<file path="src/rtl/rbpm_pkg.sv">
package rbpm_pkg;

    localparam int unsigned FIELD_W  = 21;
    localparam int unsigned OFFSET_W = 20;
    localparam int unsigned CFG_IDX_W = 4;

    typedef logic [FIELD_W-1:0]   t_field;
    typedef logic [OFFSET_W-1:0]  t_offset;
    typedef logic [CFG_IDX_W-1:0] t_cfg_idx;

    localparam t_cfg_idx CFG_RING_SIZE    = t_cfg_idx'(0);
    localparam t_cfg_idx CFG_MAX_TRANSFER = t_cfg_idx'(1);

    localparam t_field RING_SIZE_RESET    = t_field'(1048576);
    localparam t_field MAX_TRANSFER_RESET = t_field'(65536);

    typedef enum logic [1:0] {
        FILL_EMPTY   = 2'd0,
        FILL_PARTIAL = 2'd1,
        FILL_FULL    = 2'd2
    } t_fill;

    typedef enum logic [1:0] {
        RES_GRANT     = 2'd0,
        RES_BLOCK     = 2'd1,
        RES_PEER_GONE = 2'd2
    } t_result;

    // request class decided at the front, before the ring state is known
    typedef enum logic [1:0] {
        OP_READ         = 2'd0,
        OP_WRITE        = 2'd1,
        OP_WRITE_REFUSE = 2'd2
    } t_op;

    typedef struct packed {
        t_op    op;
        logic   peer;
        t_field count;
    } t_cmd;

endpackage

</file>
<file path="src/rtl/rbpm_intf.sv">
interface rbpm_req_if import rbpm_pkg::*; ();
    logic   valid;
    logic   ready;
    logic   req_type;
    t_field count;
    logic   peer_present;

    modport source (output valid, output req_type, output count, output peer_present,
                    input ready);
    modport sink   (input valid, input req_type, input count, input peer_present,
                    output ready);
endinterface

interface rbpm_rsp_if import rbpm_pkg::*; ();
    logic       valid;
    logic       ready;
    logic [1:0] result_code;
    t_field     granted;
    t_offset    first_offset;
    t_field     first_length;
    t_field     second_length;
    logic [1:0] fill_state;

    modport source (output valid, output result_code, output granted, output first_offset,
                    output first_length, output second_length, output fill_state,
                    input ready);
    modport sink   (input valid, input result_code, input granted, input first_offset,
                    input first_length, input second_length, input fill_state,
                    output ready);
endinterface

interface rbpm_cfg_if import rbpm_pkg::*; ();
    logic     valid;
    logic     ready;
    t_cfg_idx index;
    t_field   data;

    modport source (output valid, output index, output data, input ready);
    modport sink   (input valid, input index, input data, output ready);
endinterface

</file>
<file path="src/rtl/ring_buffer_pointer_manager.sv">
// pointer manager for a single-producer single-consumer byte ring
// i_req: one beat per request (req_type 0 read, 1 write, count, peer_present)
// o_rsp: one beat per request, in order: result code, grant, start offset,
//   the two segment lengths split at the wrap, and the fill state afterwards
// i_cfg: register writes (index 0 ring size, index 1 max transfer), always
//   ready; write only while no request is in flight; a ring size write
//   empties the ring
// a request is written into a two-entry command queue when it is accepted and
// is executed from the queue head into the output register once that register
// is empty or its response is being taken
// one request per cycle is sustained while o_rsp.ready stays high; the grant,
// split and pointer update are combinational in the back end, from the queue head
// when o_rsp.ready is low the response holds, the back end stops, and the
// queue fills; i_req.ready drops once both queue entries are taken
// reset empties the ring, clears the queue and the output valid, and
// loads ring size 1048576 and max transfer 65536
module ring_buffer_pointer_manager import rbpm_pkg::*; #(
    parameter int unsigned POINTER_BITS = 20
) (
    input  logic        i_clk,
    input  logic        i_rst_n,
    rbpm_req_if.sink    i_req,
    rbpm_cfg_if.sink    i_cfg,
    rbpm_rsp_if.source  o_rsp
);

    logic w_push;
    logic w_q_ready;
    t_cmd w_push_cmd;
    logic w_q_valid;
    t_cmd w_head_cmd;
    logic w_pop;

    rbpm_front u_front (
        .i_req     (i_req),
        .i_q_ready (w_q_ready),
        .o_q_valid (w_push),
        .o_cmd     (w_push_cmd)
    );

    rbpm_queue u_queue (
        .i_clk   (i_clk),
        .i_rst_n (i_rst_n),
        .i_push  (w_push),
        .i_cmd   (w_push_cmd),
        .o_ready (w_q_ready),
        .i_pop   (w_pop),
        .o_valid (w_q_valid),
        .o_cmd   (w_head_cmd)
    );

    rbpm_back #(
        .POINTER_BITS (POINTER_BITS)
    ) u_back (
        .i_clk     (i_clk),
        .i_rst_n   (i_rst_n),
        .i_q_valid (w_q_valid),
        .i_cmd     (w_head_cmd),
        .o_q_pop   (w_pop),
        .i_cfg     (i_cfg),
        .o_rsp     (o_rsp)
    );

endmodule

</file>
<file path="src/rtl/rbpm_front.sv">
module rbpm_front import rbpm_pkg::*; (
    rbpm_req_if.sink i_req,
    input  logic     i_q_ready,
    output logic     o_q_valid,
    output t_cmd     o_cmd
);

    assign i_req.ready = i_q_ready;
    assign o_q_valid   = i_req.valid;

    // a write with the reader gone is refused whatever the fill state
    always_comb begin
        o_cmd.peer  = i_req.peer_present;
        o_cmd.count = i_req.count;
        if (!i_req.req_type) begin
            o_cmd.op = OP_READ;
        end else if (!i_req.peer_present) begin
            o_cmd.op = OP_WRITE_REFUSE;
        end else begin
            o_cmd.op = OP_WRITE;
        end
    end

endmodule

</file>
<file path="src/rtl/rbpm_queue.sv">
module rbpm_queue import rbpm_pkg::*; (
    input  logic i_clk,
    input  logic i_rst_n,
    input  logic i_push,
    input  t_cmd i_cmd,
    output logic o_ready,
    input  logic i_pop,
    output logic o_valid,
    output t_cmd o_cmd
);

    t_cmd       r_mem [2];
    logic       r_wr_ptr;
    logic       r_rd_ptr;
    logic [1:0] r_count;
    logic       w_push;
    logic       w_pop;

    assign o_ready = (r_count != 2'd2);
    assign o_valid = (r_count != 2'd0);
    assign o_cmd   = r_mem[r_rd_ptr];
    assign w_push  = i_push && o_ready;
    assign w_pop   = i_pop && o_valid;

    always_ff @(posedge i_clk) begin
        if (!i_rst_n) begin
            r_wr_ptr <= 1'b0;
            r_rd_ptr <= 1'b0;
            r_count  <= 2'd0;
        end else begin
            if (w_push) begin
                r_wr_ptr <= ~r_wr_ptr;
            end
            if (w_pop) begin
                r_rd_ptr <= ~r_rd_ptr;
            end
            case ({w_push, w_pop})
                2'b10:   r_count <= r_count + 2'd1;
                2'b01:   r_count <= r_count - 2'd1;
                default: r_count <= r_count;
            endcase
        end
    end

    always_ff @(posedge i_clk) begin
        if (w_push) begin
            r_mem[r_wr_ptr] <= i_cmd;
        end
    end

endmodule

</file>
<file path="src/rtl/rbpm_back.sv">
module rbpm_back import rbpm_pkg::*; #(
    parameter int unsigned POINTER_BITS = 20
) (
    input  logic        i_clk,
    input  logic        i_rst_n,
    input  logic        i_q_valid,
    input  t_cmd        i_cmd,
    output logic        o_q_pop,
    rbpm_cfg_if.sink    i_cfg,
    rbpm_rsp_if.source  o_rsp
);

    // working width: holds the ring size, a pointer plus a grant, and a field
    localparam int unsigned SW = (POINTER_BITS + 2 > 22) ? POINTER_BITS + 2 : 22;
    localparam logic [SW-1:0] CAP = {{(SW-POINTER_BITS-1){1'b0}}, 1'b1, {POINTER_BITS{1'b0}}};
    localparam logic [SW-1:0] MIN_SIZE = SW'(2);

    t_field                  r_ring_size;
    t_field                  r_max_transfer;
    logic [POINTER_BITS-1:0] r_rd_ptr;
    logic [POINTER_BITS-1:0] r_wr_ptr;
    t_fill                   r_fill;

    logic       r_out_valid;
    t_result    r_code;
    t_field     r_granted;
    t_offset    r_offset;
    t_field     r_len1;
    t_field     r_len2;
    t_fill      r_out_fill;

    logic          w_fire;
    logic          w_blocked;
    t_result       w_block_code;
    logic          w_is_write;
    logic [SW-1:0] w_raw_size;
    logic [SW-1:0] w_size;
    logic [SW-1:0] w_ptr;
    logic [SW-1:0] w_other;
    logic [SW-1:0] w_avail;
    logic [SW-1:0] w_lim;
    logic [SW-1:0] w_n;
    logic [SW-1:0] w_to_end;
    logic [SW-1:0] w_n1;
    logic [SW-1:0] w_sum;
    logic [SW-1:0] w_next;
    logic [POINTER_BITS-1:0] n_rd_ptr;
    logic [POINTER_BITS-1:0] n_wr_ptr;
    t_fill         n_fill;

    assign i_cfg.ready = 1'b1;
    assign o_q_pop     = i_q_valid && (!r_out_valid || o_rsp.ready);
    assign w_fire      = o_q_pop;
    assign w_is_write  = (i_cmd.op != OP_READ);

    always_comb begin
        w_raw_size = SW'(r_ring_size);
        if (w_raw_size < MIN_SIZE) begin
            w_size = MIN_SIZE;
        end else if (w_raw_size > CAP) begin
            w_size = CAP;
        end else begin
            w_size = w_raw_size;
        end
    end

    always_comb begin
        w_blocked    = 1'b0;
        w_block_code = RES_GRANT;
        case (i_cmd.op)
            OP_READ: begin
                if (r_fill == FILL_EMPTY) begin
                    w_blocked    = 1'b1;
                    w_block_code = i_cmd.peer ? RES_BLOCK : RES_PEER_GONE;
                end
            end
            OP_WRITE: begin
                if (r_fill == FILL_FULL) begin
                    w_blocked    = 1'b1;
                    w_block_code = RES_BLOCK;
                end
            end
            default: begin
                w_blocked    = 1'b1;
                w_block_code = RES_PEER_GONE;
            end
        endcase
    end

    always_comb begin
        w_ptr   = w_is_write ? SW'(r_wr_ptr) : SW'(r_rd_ptr);
        w_other = w_is_write ? SW'(r_rd_ptr) : SW'(r_wr_ptr);
        if (w_ptr < w_other) begin
            w_avail = w_other - w_ptr;
        end else begin
            w_avail = w_size + w_other - w_ptr;
        end
        w_lim    = (w_avail < SW'(r_max_transfer)) ? w_avail : SW'(r_max_transfer);
        w_n      = (w_lim < SW'(i_cmd.count)) ? w_lim : SW'(i_cmd.count);
        w_to_end = w_size - w_ptr;
        w_n1     = (w_to_end < w_n) ? w_to_end : w_n;
        w_sum    = w_ptr + w_n;
        w_next   = (w_sum >= w_size) ? (w_sum - w_size) : w_sum;
    end

    always_comb begin
        n_rd_ptr = r_rd_ptr;
        n_wr_ptr = r_wr_ptr;
        n_fill   = r_fill;
        if (!w_blocked && (w_n != '0)) begin
            if (w_is_write) begin
                n_wr_ptr = w_next[POINTER_BITS-1:0];
            end else begin
                n_rd_ptr = w_next[POINTER_BITS-1:0];
            end
            if (n_rd_ptr == n_wr_ptr) begin
                n_fill = w_is_write ? FILL_FULL : FILL_EMPTY;
            end else begin
                n_fill = FILL_PARTIAL;
            end
        end
    end

    always_ff @(posedge i_clk) begin
        if (!i_rst_n) begin
            r_ring_size    <= RING_SIZE_RESET;
            r_max_transfer <= MAX_TRANSFER_RESET;
            r_rd_ptr       <= '0;
            r_wr_ptr       <= '0;
            r_fill         <= FILL_EMPTY;
            r_out_valid    <= 1'b0;
        end else begin
            if (i_cfg.valid && (i_cfg.index == CFG_RING_SIZE)) begin
                // resizing empties the ring
                r_ring_size <= i_cfg.data;
                r_rd_ptr    <= '0;
                r_wr_ptr    <= '0;
                r_fill      <= FILL_EMPTY;
            end else if (w_fire) begin
                r_rd_ptr <= n_rd_ptr;
                r_wr_ptr <= n_wr_ptr;
                r_fill   <= n_fill;
            end
            if (i_cfg.valid && (i_cfg.index == CFG_MAX_TRANSFER)) begin
                r_max_transfer <= i_cfg.data;
            end
            if (w_fire) begin
                r_out_valid <= 1'b1;
            end else if (o_rsp.ready) begin
                r_out_valid <= 1'b0;
            end
        end
    end

    always_ff @(posedge i_clk) begin
        if (w_fire) begin
            r_out_fill <= n_fill;
            if (w_blocked) begin
                r_code    <= w_block_code;
                r_granted <= '0;
                r_offset  <= '0;
                r_len1    <= '0;
                r_len2    <= '0;
            end else begin
                r_code    <= RES_GRANT;
                r_granted <= w_n[FIELD_W-1:0];
                r_offset  <= w_ptr[OFFSET_W-1:0];
                r_len1    <= w_n1[FIELD_W-1:0];
                r_len2    <= w_n[FIELD_W-1:0] - w_n1[FIELD_W-1:0];
            end
        end
    end

    assign o_rsp.valid         = r_out_valid;
    assign o_rsp.result_code   = r_code;
    assign o_rsp.granted       = r_granted;
    assign o_rsp.first_offset  = r_offset;
    assign o_rsp.first_length  = r_len1;
    assign o_rsp.second_length = r_len2;
    assign o_rsp.fill_state    = r_out_fill;

endmodule

</file>
<file path="src/flat_wrapper.sv">
// flat-port wrapper written by rule: the top's interface ports become plain ports
module ring_buffer_pointer_manager_flat import rbpm_pkg::*;
#(
    parameter int unsigned POINTER_BITS = 20
)
  (i_clk, i_rst_n, i_req_valid, i_req_req_type, i_req_count, i_req_peer_present, i_req_ready, i_cfg_valid, i_cfg_index, i_cfg_data, i_cfg_ready, o_rsp_valid, o_rsp_result_code, o_rsp_granted, o_rsp_first_offset, o_rsp_first_length, o_rsp_second_length, o_rsp_fill_state, o_rsp_ready);
  rbpm_req_if i_req_i ();
  rbpm_cfg_if i_cfg_i ();
  rbpm_rsp_if o_rsp_i ();
  input  logic i_clk;
  input  logic i_rst_n;
  input wire logic [$bits(i_req_i.valid)-1:0] i_req_valid;
  input wire logic [$bits(i_req_i.req_type)-1:0] i_req_req_type;
  input wire logic [$bits(i_req_i.count)-1:0] i_req_count;
  input wire logic [$bits(i_req_i.peer_present)-1:0] i_req_peer_present;
  output wire logic [$bits(i_req_i.ready)-1:0] i_req_ready;
  input wire logic [$bits(i_cfg_i.valid)-1:0] i_cfg_valid;
  input wire logic [$bits(i_cfg_i.index)-1:0] i_cfg_index;
  input wire logic [$bits(i_cfg_i.data)-1:0] i_cfg_data;
  output wire logic [$bits(i_cfg_i.ready)-1:0] i_cfg_ready;
  output wire logic [$bits(o_rsp_i.valid)-1:0] o_rsp_valid;
  output wire logic [$bits(o_rsp_i.result_code)-1:0] o_rsp_result_code;
  output wire logic [$bits(o_rsp_i.granted)-1:0] o_rsp_granted;
  output wire logic [$bits(o_rsp_i.first_offset)-1:0] o_rsp_first_offset;
  output wire logic [$bits(o_rsp_i.first_length)-1:0] o_rsp_first_length;
  output wire logic [$bits(o_rsp_i.second_length)-1:0] o_rsp_second_length;
  output wire logic [$bits(o_rsp_i.fill_state)-1:0] o_rsp_fill_state;
  input wire logic [$bits(o_rsp_i.ready)-1:0] o_rsp_ready;
  assign i_req_i.valid = i_req_valid;
  assign i_req_i.req_type = i_req_req_type;
  assign i_req_i.count = i_req_count;
  assign i_req_i.peer_present = i_req_peer_present;
  assign i_req_ready = i_req_i.ready;
  assign i_cfg_i.valid = i_cfg_valid;
  assign i_cfg_i.index = i_cfg_index;
  assign i_cfg_i.data = i_cfg_data;
  assign i_cfg_ready = i_cfg_i.ready;
  assign o_rsp_valid = o_rsp_i.valid;
  assign o_rsp_result_code = o_rsp_i.result_code;
  assign o_rsp_granted = o_rsp_i.granted;
  assign o_rsp_first_offset = o_rsp_i.first_offset;
  assign o_rsp_first_length = o_rsp_i.first_length;
  assign o_rsp_second_length = o_rsp_i.second_length;
  assign o_rsp_fill_state = o_rsp_i.fill_state;
  assign o_rsp_i.ready = o_rsp_ready;
  ring_buffer_pointer_manager #(.POINTER_BITS(POINTER_BITS)) u_core (.i_clk(i_clk), .i_rst_n(i_rst_n), .i_req(i_req_i), .i_cfg(i_cfg_i), .o_rsp(o_rsp_i));
endmodule
</file>
<file path="config.mk">
export PLATFORM = sky130hd
export DESIGN_NAME = ring_buffer_pointer_manager_flat
export DESIGN_NICKNAME = d
export VERILOG_FILES = /design/src/rtl/rbpm_pkg.sv /design/src/rtl/rbpm_intf.sv /design/src/rtl/ring_buffer_pointer_manager.sv /design/src/rtl/rbpm_front.sv /design/src/rtl/rbpm_queue.sv /design/src/rtl/rbpm_back.sv /design/src/flat_wrapper.sv
export SDC_FILE = /design/constraint.sdc
export NUM_CORES = 1
export LEC_CHECK = 0
export BUFFER_PORTS_ARGS = -buffer_cell sky130_fd_sc_hd__buf_2
export CAP_MARGIN = 30
export CORE_MARGIN = 10
export CORE_UTILIZATION = 60
export DETAILED_ROUTE_END_ITERATION = 6
export PLACE_DENSITY = 0.79
export RECOVER_POWER = 25
export SLEW_MARGIN = 20
export SYNTH_ARGS = -nofsm -noshare
export SYNTH_HDL_FRONTEND = slang
export SYNTH_SLANG_ARGS = --single-unit
</file>
<file path="constraint.sdc">
create_clock -name i_clk -period 47.5 [get_ports i_clk]
set_input_delay 2.375 -clock i_clk [delete_from_list [all_inputs] [get_ports i_clk]]
set_output_delay 2.375 -clock i_clk [all_outputs]
set_load 0.005 [all_outputs]
</file>
# == Word-level counts from Yosys, hierarchy flattened ==
# Memory sizes are Yosys's and may differ from the RTL's. A register that Yosys moved wholly into a read port is not among the register bits.
# Cells that the tools add are included.
# word_totals
register_bits,176
ram_bits,48
in_bits,53
output_inout_bits,90
elab_cells,93
mem_count,1
# classes
n_addsub,9
n_lt_le_gt_ge,7
n_eq_ne,7
mux,32
bitwise,3
reduce_logical,19
# mem_list
memory,depth,word_bits,read_ports,rd_clocked_by_memory_dff,write_ports,line,text
u_core.u_queue.r_mem,2,24,1,1,1,rbpm_queue.sv:12,t_cmd r_mem [2];
# op_table
operator,count
2-to-1 mux 20 bit,7
2-to-1 mux 22 bit,3
2-to-1 mux 21 bit,3
< comparator 22 x 21 -> 1 bit,2
adder 20 x 22 -> 22 bit,1
adder 21 x 20 -> 22 bit,1
>= comparator 22 x 21 -> 1 bit,1
< comparator 22 bit,1
nonzero test 22 bit,1
subtractor 21 x 20 -> 22 bit,1
subtractor 22 x 20 -> 22 bit,1
> comparator 21 bit (second input constant),1
< comparator 21 x 2 -> 1 bit (second input constant),1
subtractor 20 x 20 -> 21 bit,1
subtractor 21 bit,1
== test 20 bit,1
< comparator 20 bit,1
subtractor 20 bit,1
2-to-1 mux 2 bit,7
2-to-1 mux 1 bit,9
one-hot mux 2 bit (2 select lines),2
nonzero test 2 bit,4
logical AND 1 bit,6
== test 2 x 1 -> 1 bit (second input constant),2
13 further kinds,18

# == Logic depth before layout (Yosys ltp) ==
# logic_depth
ltp_word,18
depth_mapped,86
mapped_depth_nobuf,76

# == By module ==
# From an unflattened synthesis, not the netlist that was laid out.
# hier_totals
cells_unflattened,2380
hier_area_um2,20088.0
# by_module_without_submodules
module,instances,cells_each,area_each_um2,seq_area_each_um2
rbpm_back,1,2255,17929.7,4314.1
rbpm_queue,1,99,1961.9,1541.5
rbpm_front,1,26,196.4,0.0

# == Worst setup path before layout ==
# OpenSTA, ideal clock, no wires.
# synth_timing
kind,register to register
start,register (tool-made name)
end,"register u_core.u_back.r_len2[20] (netlist: u_core.u_back.o_rsp.second_length[20]), data pin"
setup_ps,270
t_arrival_ps,15074
t_required_ps,47230
slack_ps,32155
path_stages_with_launch,84
path_buffers,12
synth_period_minus_slack_ps,15345
cell_sequence,dfxtp_1 buf_4 or3_4 nand2_2 buf_4 clkbuf_1 buf_1 buf_1 clkbuf_1 buf_1 nor2_1 a21oi_1 inv_1 fa_1 inv_1 ha_1 and3_1 a31oi_1 (+48 left out) mux2i_1 fa_1 a21o_1 a21oi_1 o21ai_0 a21oi_1 o21ai_0 a21oi_1 o21ai_0 a21oi_1 o21bai_1 a211oi_1 o311ai_0 a21o_1 a21oi_1 nand3b_1 a211o_1 a21oi_1
# synth_lines
item,line,text
"end signal, assigned",rbpm_back.sv:169,r_len2 <= w_n[FIELD_W-1:0] - w_n1[FIELD_W-1:0];
"end, declared",rbpm_back.sv:29,t_field r_len2;

==> impl_table.tex <==
\begin{tabular}{lr}
\hline
Metric & Value \\
\hline
\multicolumn{2}{l}{\textbf{Outcome}} \\
Status & finished with violations \\
Violations in the final reports & capacitance limit, slew limit \\
\multicolumn{2}{l}{\textbf{Placement}} \\
Routability-driven placement congestion ratio & between 1 and 1.5 \\
Count of input and output buffers & between 100 and 150 \\
HPWL after DPL & between 50000 and 60000 um \\
\multicolumn{2}{l}{\textbf{Die}} \\
CORE AREA & roughly 0.032 mm2 \\
Number of cell rows & 66 \\
Die ar. & 0.04045 mm2 \\
Y dimension of the die & roughly 200 um \\
Starting density of the core & about three fifths \\
Top-level port count & about 140 \\
Overall die width & approximately 200 um \\
\multicolumn{2}{l}{\textbf{Clock network}} \\
Number of levels the H-tree was split into & 1 \\
Clock edge transition at the registers on the reported setup and hold paths & roughly 70 ps \\
Number of buffers added for setup after CTS & 0 \\
Number of resized instances in the post-cts repair step & 0 \\
TritonCTS clock tree & done \\
Maximum root-to-sink buffer count & 3 \\
CTS buffer count & 24 \\
Buffer cell driving the clock tree root & clkbuf\_16 \\
Clock latency on the worst-skew pair & between 500 and 600 ps \\
Post-CTS Hold Fix Bufs & 0 \\
Clock tree sinks & $\sim$230 \\
\multicolumn{2}{l}{\textbf{Logic synthesis}} \\
Most instantiated library cell after synthesis & nor2\_1 \\
Number of synthesized flops with an enable pin & 135 \\
Top-area cell type share of the netlist area & between 20 and 25\% \\
Synth warn & 0 \\
Leading cell types by count after synthesis & nor2\_1, nand2\_1, inv\_1 \\
Number of flip-flops and latches in the synthesized netlist & 225 \\
Cell count after synthesis & about 2300 \\
Ranking of synthesized cells by area & edfxtp\_1, ha\_1, dfxtp\_1 \\
Post-synth ARST share & 0\% \\
Synthesized cell area & around 0.02 mm2 \\
Synthesized area per cell & about 8.6 um2 \\
Share of the yosys chip area belonging to registers & between 20 and 30\% \\
Count of unique library cells instantiated by Yosys & between 100 and 150 \\
Leading area contributor after synthesis & edfxtp\_1 \\
Ys flop type & edfxtp\_1 \\
\multicolumn{2}{l}{\textbf{Route}} \\
Number of antenna-violating nets in the routed design & 0 \\
Drt initial violations & approximately 1700 \\
Total via count after detailed routing & about 18000 \\
Number of remaining DRC errors & 0 \\
Post-detailed-routing wire length & 66790 um \\
Wire per inst & approximately 23 um \\
Vias per inst & about 6.3 \\
Drt pass-1 iters & 6 \\
\multicolumn{2}{l}{\textbf{Critical path}} \\
Critical Path Sink Type & register \\
Sum of buffers and inverters on the critical path & 8 \\
Critical path startpoint category & register \\
Crit path kind & reg -> reg \\
Worst-path maximum fanout & 44 \\
Worst EP arrival & slightly below 20000 ps \\
Cell repeated most along the worst path & a21oi\_1 \\
Worst endpoint required time & 47810 ps \\
Worst-path cell with the longest stage delay & clkbuf\_1 \\
Delay of the slowest cell on the worst path & between 1500 and 2000 ps \\
Family with the most delay on the worst path & compound AO/OA/AOI/OAI gates \\
\multicolumn{2}{l}{\textbf{Finish}} \\
FILL cells & about 2800 \\
Number of antenna diodes & 0 \\
Area overhead of the layout relative to synthesis & 9.097\% \\
Number of nets at the end of the flow & approximately 2600 \\
Proportion of layout cells with a drive suffix above 1 & 10.45\% \\
Final standard cell utilization of the core & 66.16\% \\
\multicolumn{2}{l}{\textbf{Timing}} \\
Crit share post-route & roughly two fifths \\
Final clock skew & 29.11 ps \\
Setup\_tns & 0 ps \\
Relative max-transition margin & -54.92\% \\
Number of pins with negative max-slew slack in the final report & $\sim$120 \\
Final Hold Vio Count & 0 \\
Final number of setup-violating endpoints & 0 \\
Slew at the pin closest to its max-slew limit & between 2000 and 2500 ps \\
Final critical path time including I/O delays and setup & between 15000 and 20000 ps \\
Max Fclk & approximately 0.052 GHz \\
Setup repair after global routing missed its margin & false \\
\multicolumn{2}{l}{\textbf{GRT}} \\
Global-route wire length before repair & roughly 100000 um \\
Pin count of the biggest net entering global routing & between 80 and 90 \\
Global route total overflow & 0 \\
Vias in the first global route & $\sim$17000 \\
Global-route usage over all layers & 31.52\% \\
Antenna violations before repair & 1 \\
\multicolumn{2}{l}{\textbf{Flow run}} \\
Max-cap violation count & 3 \\
\multicolumn{2}{l}{\textbf{Hold path}} \\
Min-Delay Path Class & reg -> reg \\
Worst hold start & u\_core.u\_back.r\_max\_transfer[12] \\
\hline
\end{tabular}
[sequential cells by signal (all words and copies together), names as in the netlist, 2 cells and up, named ones only]
| name | count |
|---|---|
| u_core.u_back.o_rsp.fill_state | 2 |
| u_core.u_back.r_ring_size | 21 |
| u_core.u_back.r_fill | 2 |
| u_core.u_queue.r_count | 2 |
| u_core.u_back.o_rsp.first_offset | 20 |
| u_core.u_back.r_rd_ptr | 20 |
| u_core.u_back.r_max_transfer | 21 |
| u_core.u_back.o_rsp.granted | 21 |
| u_core.u_back.o_rsp.second_length | 21 |
| u_core.u_queue.r_mem | 48 |
| u_core.u_back.o_rsp.first_length | 21 |
| u_core.u_back.o_rsp.result_code | 2 |
| u_core.u_back.r_wr_ptr | 20 |
[final timing paths]
| kind | cells after the start | end | slack (ps) |
|---|---|---|---|
| worst max-delay path | 72 | u_core.u_back.o_rsp.second_length[20] | 28430 |
| worst min register to register | 2 | u_core.u_back.r_max_transfer[12] | 480 |
| worst max register to register | 72 | u_core.u_back.o_rsp.second_length[20] | 28430 |
| worst min-delay path | 2 | u_core.u_back.r_max_transfer[12] | 480 |
[worst reg2reg max path: cells and delay by family, from the launching register on]
family | cells | cell delay [ps]
AO/OA/AOI/OAI | 38 | 7850
XOR/XNOR | 1 | 150
adder cells (fa/ha/maj) | 7 | 2640
buffers and inverters | 8 | 2800
flip-flops | 1 | 710
multiplexers | 3 | 1350
AND/OR/NAND/NOR | 15 | 3330
[cell usage in the layout (no fill, tap or decap), types with 40 or more instances in the layout]
master    count
nor2_1      244
nand2_1     226
inv_1       196
ha_1        165
edfxtp_1    135
buf_2       126
a21oi_1     124
mux2i_1     110
o21ai_0      94
dfxtp_1      90
xnor2_1      75
a21boi_0     56
xor2_1       44
nand2b_1     42
nor2b_1      41
nor3_1       40
[stage by stage]
stage / cells / setup WS (ps) / hold slack [ps] / instance area (um2)
global placement: 2803 / 30450 / 452.3 / 20610
CTS: 2848 / 29990 / 477.0 / 21440
global route: 2854 / 27140 / 505.0 / 21470
detailed placement: 2808 / 30120 / 468.6 / 20670
finish: 2854 / 28430 / 483.1 / 21470
floorplan: 2298 / 32160 / 443.5 / 19690
[layout make-up]
| cell class | count | area (um2) | area share (%) |
|---|---|---|---|
| inverters | 199 | 748.2 | 3.485 |
| clock inverters | 12 | 146.4 | 0.6818 |
| repair buffers | 165 | 912.1 | 4.248 |
| well taps | 442 | 553.0 | 2.576 |
| clock buffers | 28 | 615.6 | 2.867 |
| multi-input cells | 1783 | 12640 | 58.87 |
| flip-flops and latches | 225 | 5856 | 27.27 |
[logic make-up after synthesis]
kind of cell,after synthesis,share of synthesized area (%)
AO/OA/AOI/OAI,553,19.62
XOR/XNOR,119,5.296
adder cells (fa/ha/maj),194,13.19
buffers and inverters,290,6.167
flip-flops,225,29.75
multiplexers,126,6.510
other,1,0.01905
AND/OR/NAND/NOR,789,19.45
[metal layers]
layer  global-route usage (%)  vias to the layer above  wire, um  part of all wire (%)
met5                        0                        -         0                     0
met4                    18.10                        0      4150                   6.2
met3                    5.446                      180      5879                   8.8
met2                    50.89                      866     30460                    46
met1                    39.15                     8494     26300                    39
li1                         -                     8431         -                     -
Power is left out: the tool's default activity adds up to more than one toggle a clock period on the data nets, which glitch-free logic cannot reach.
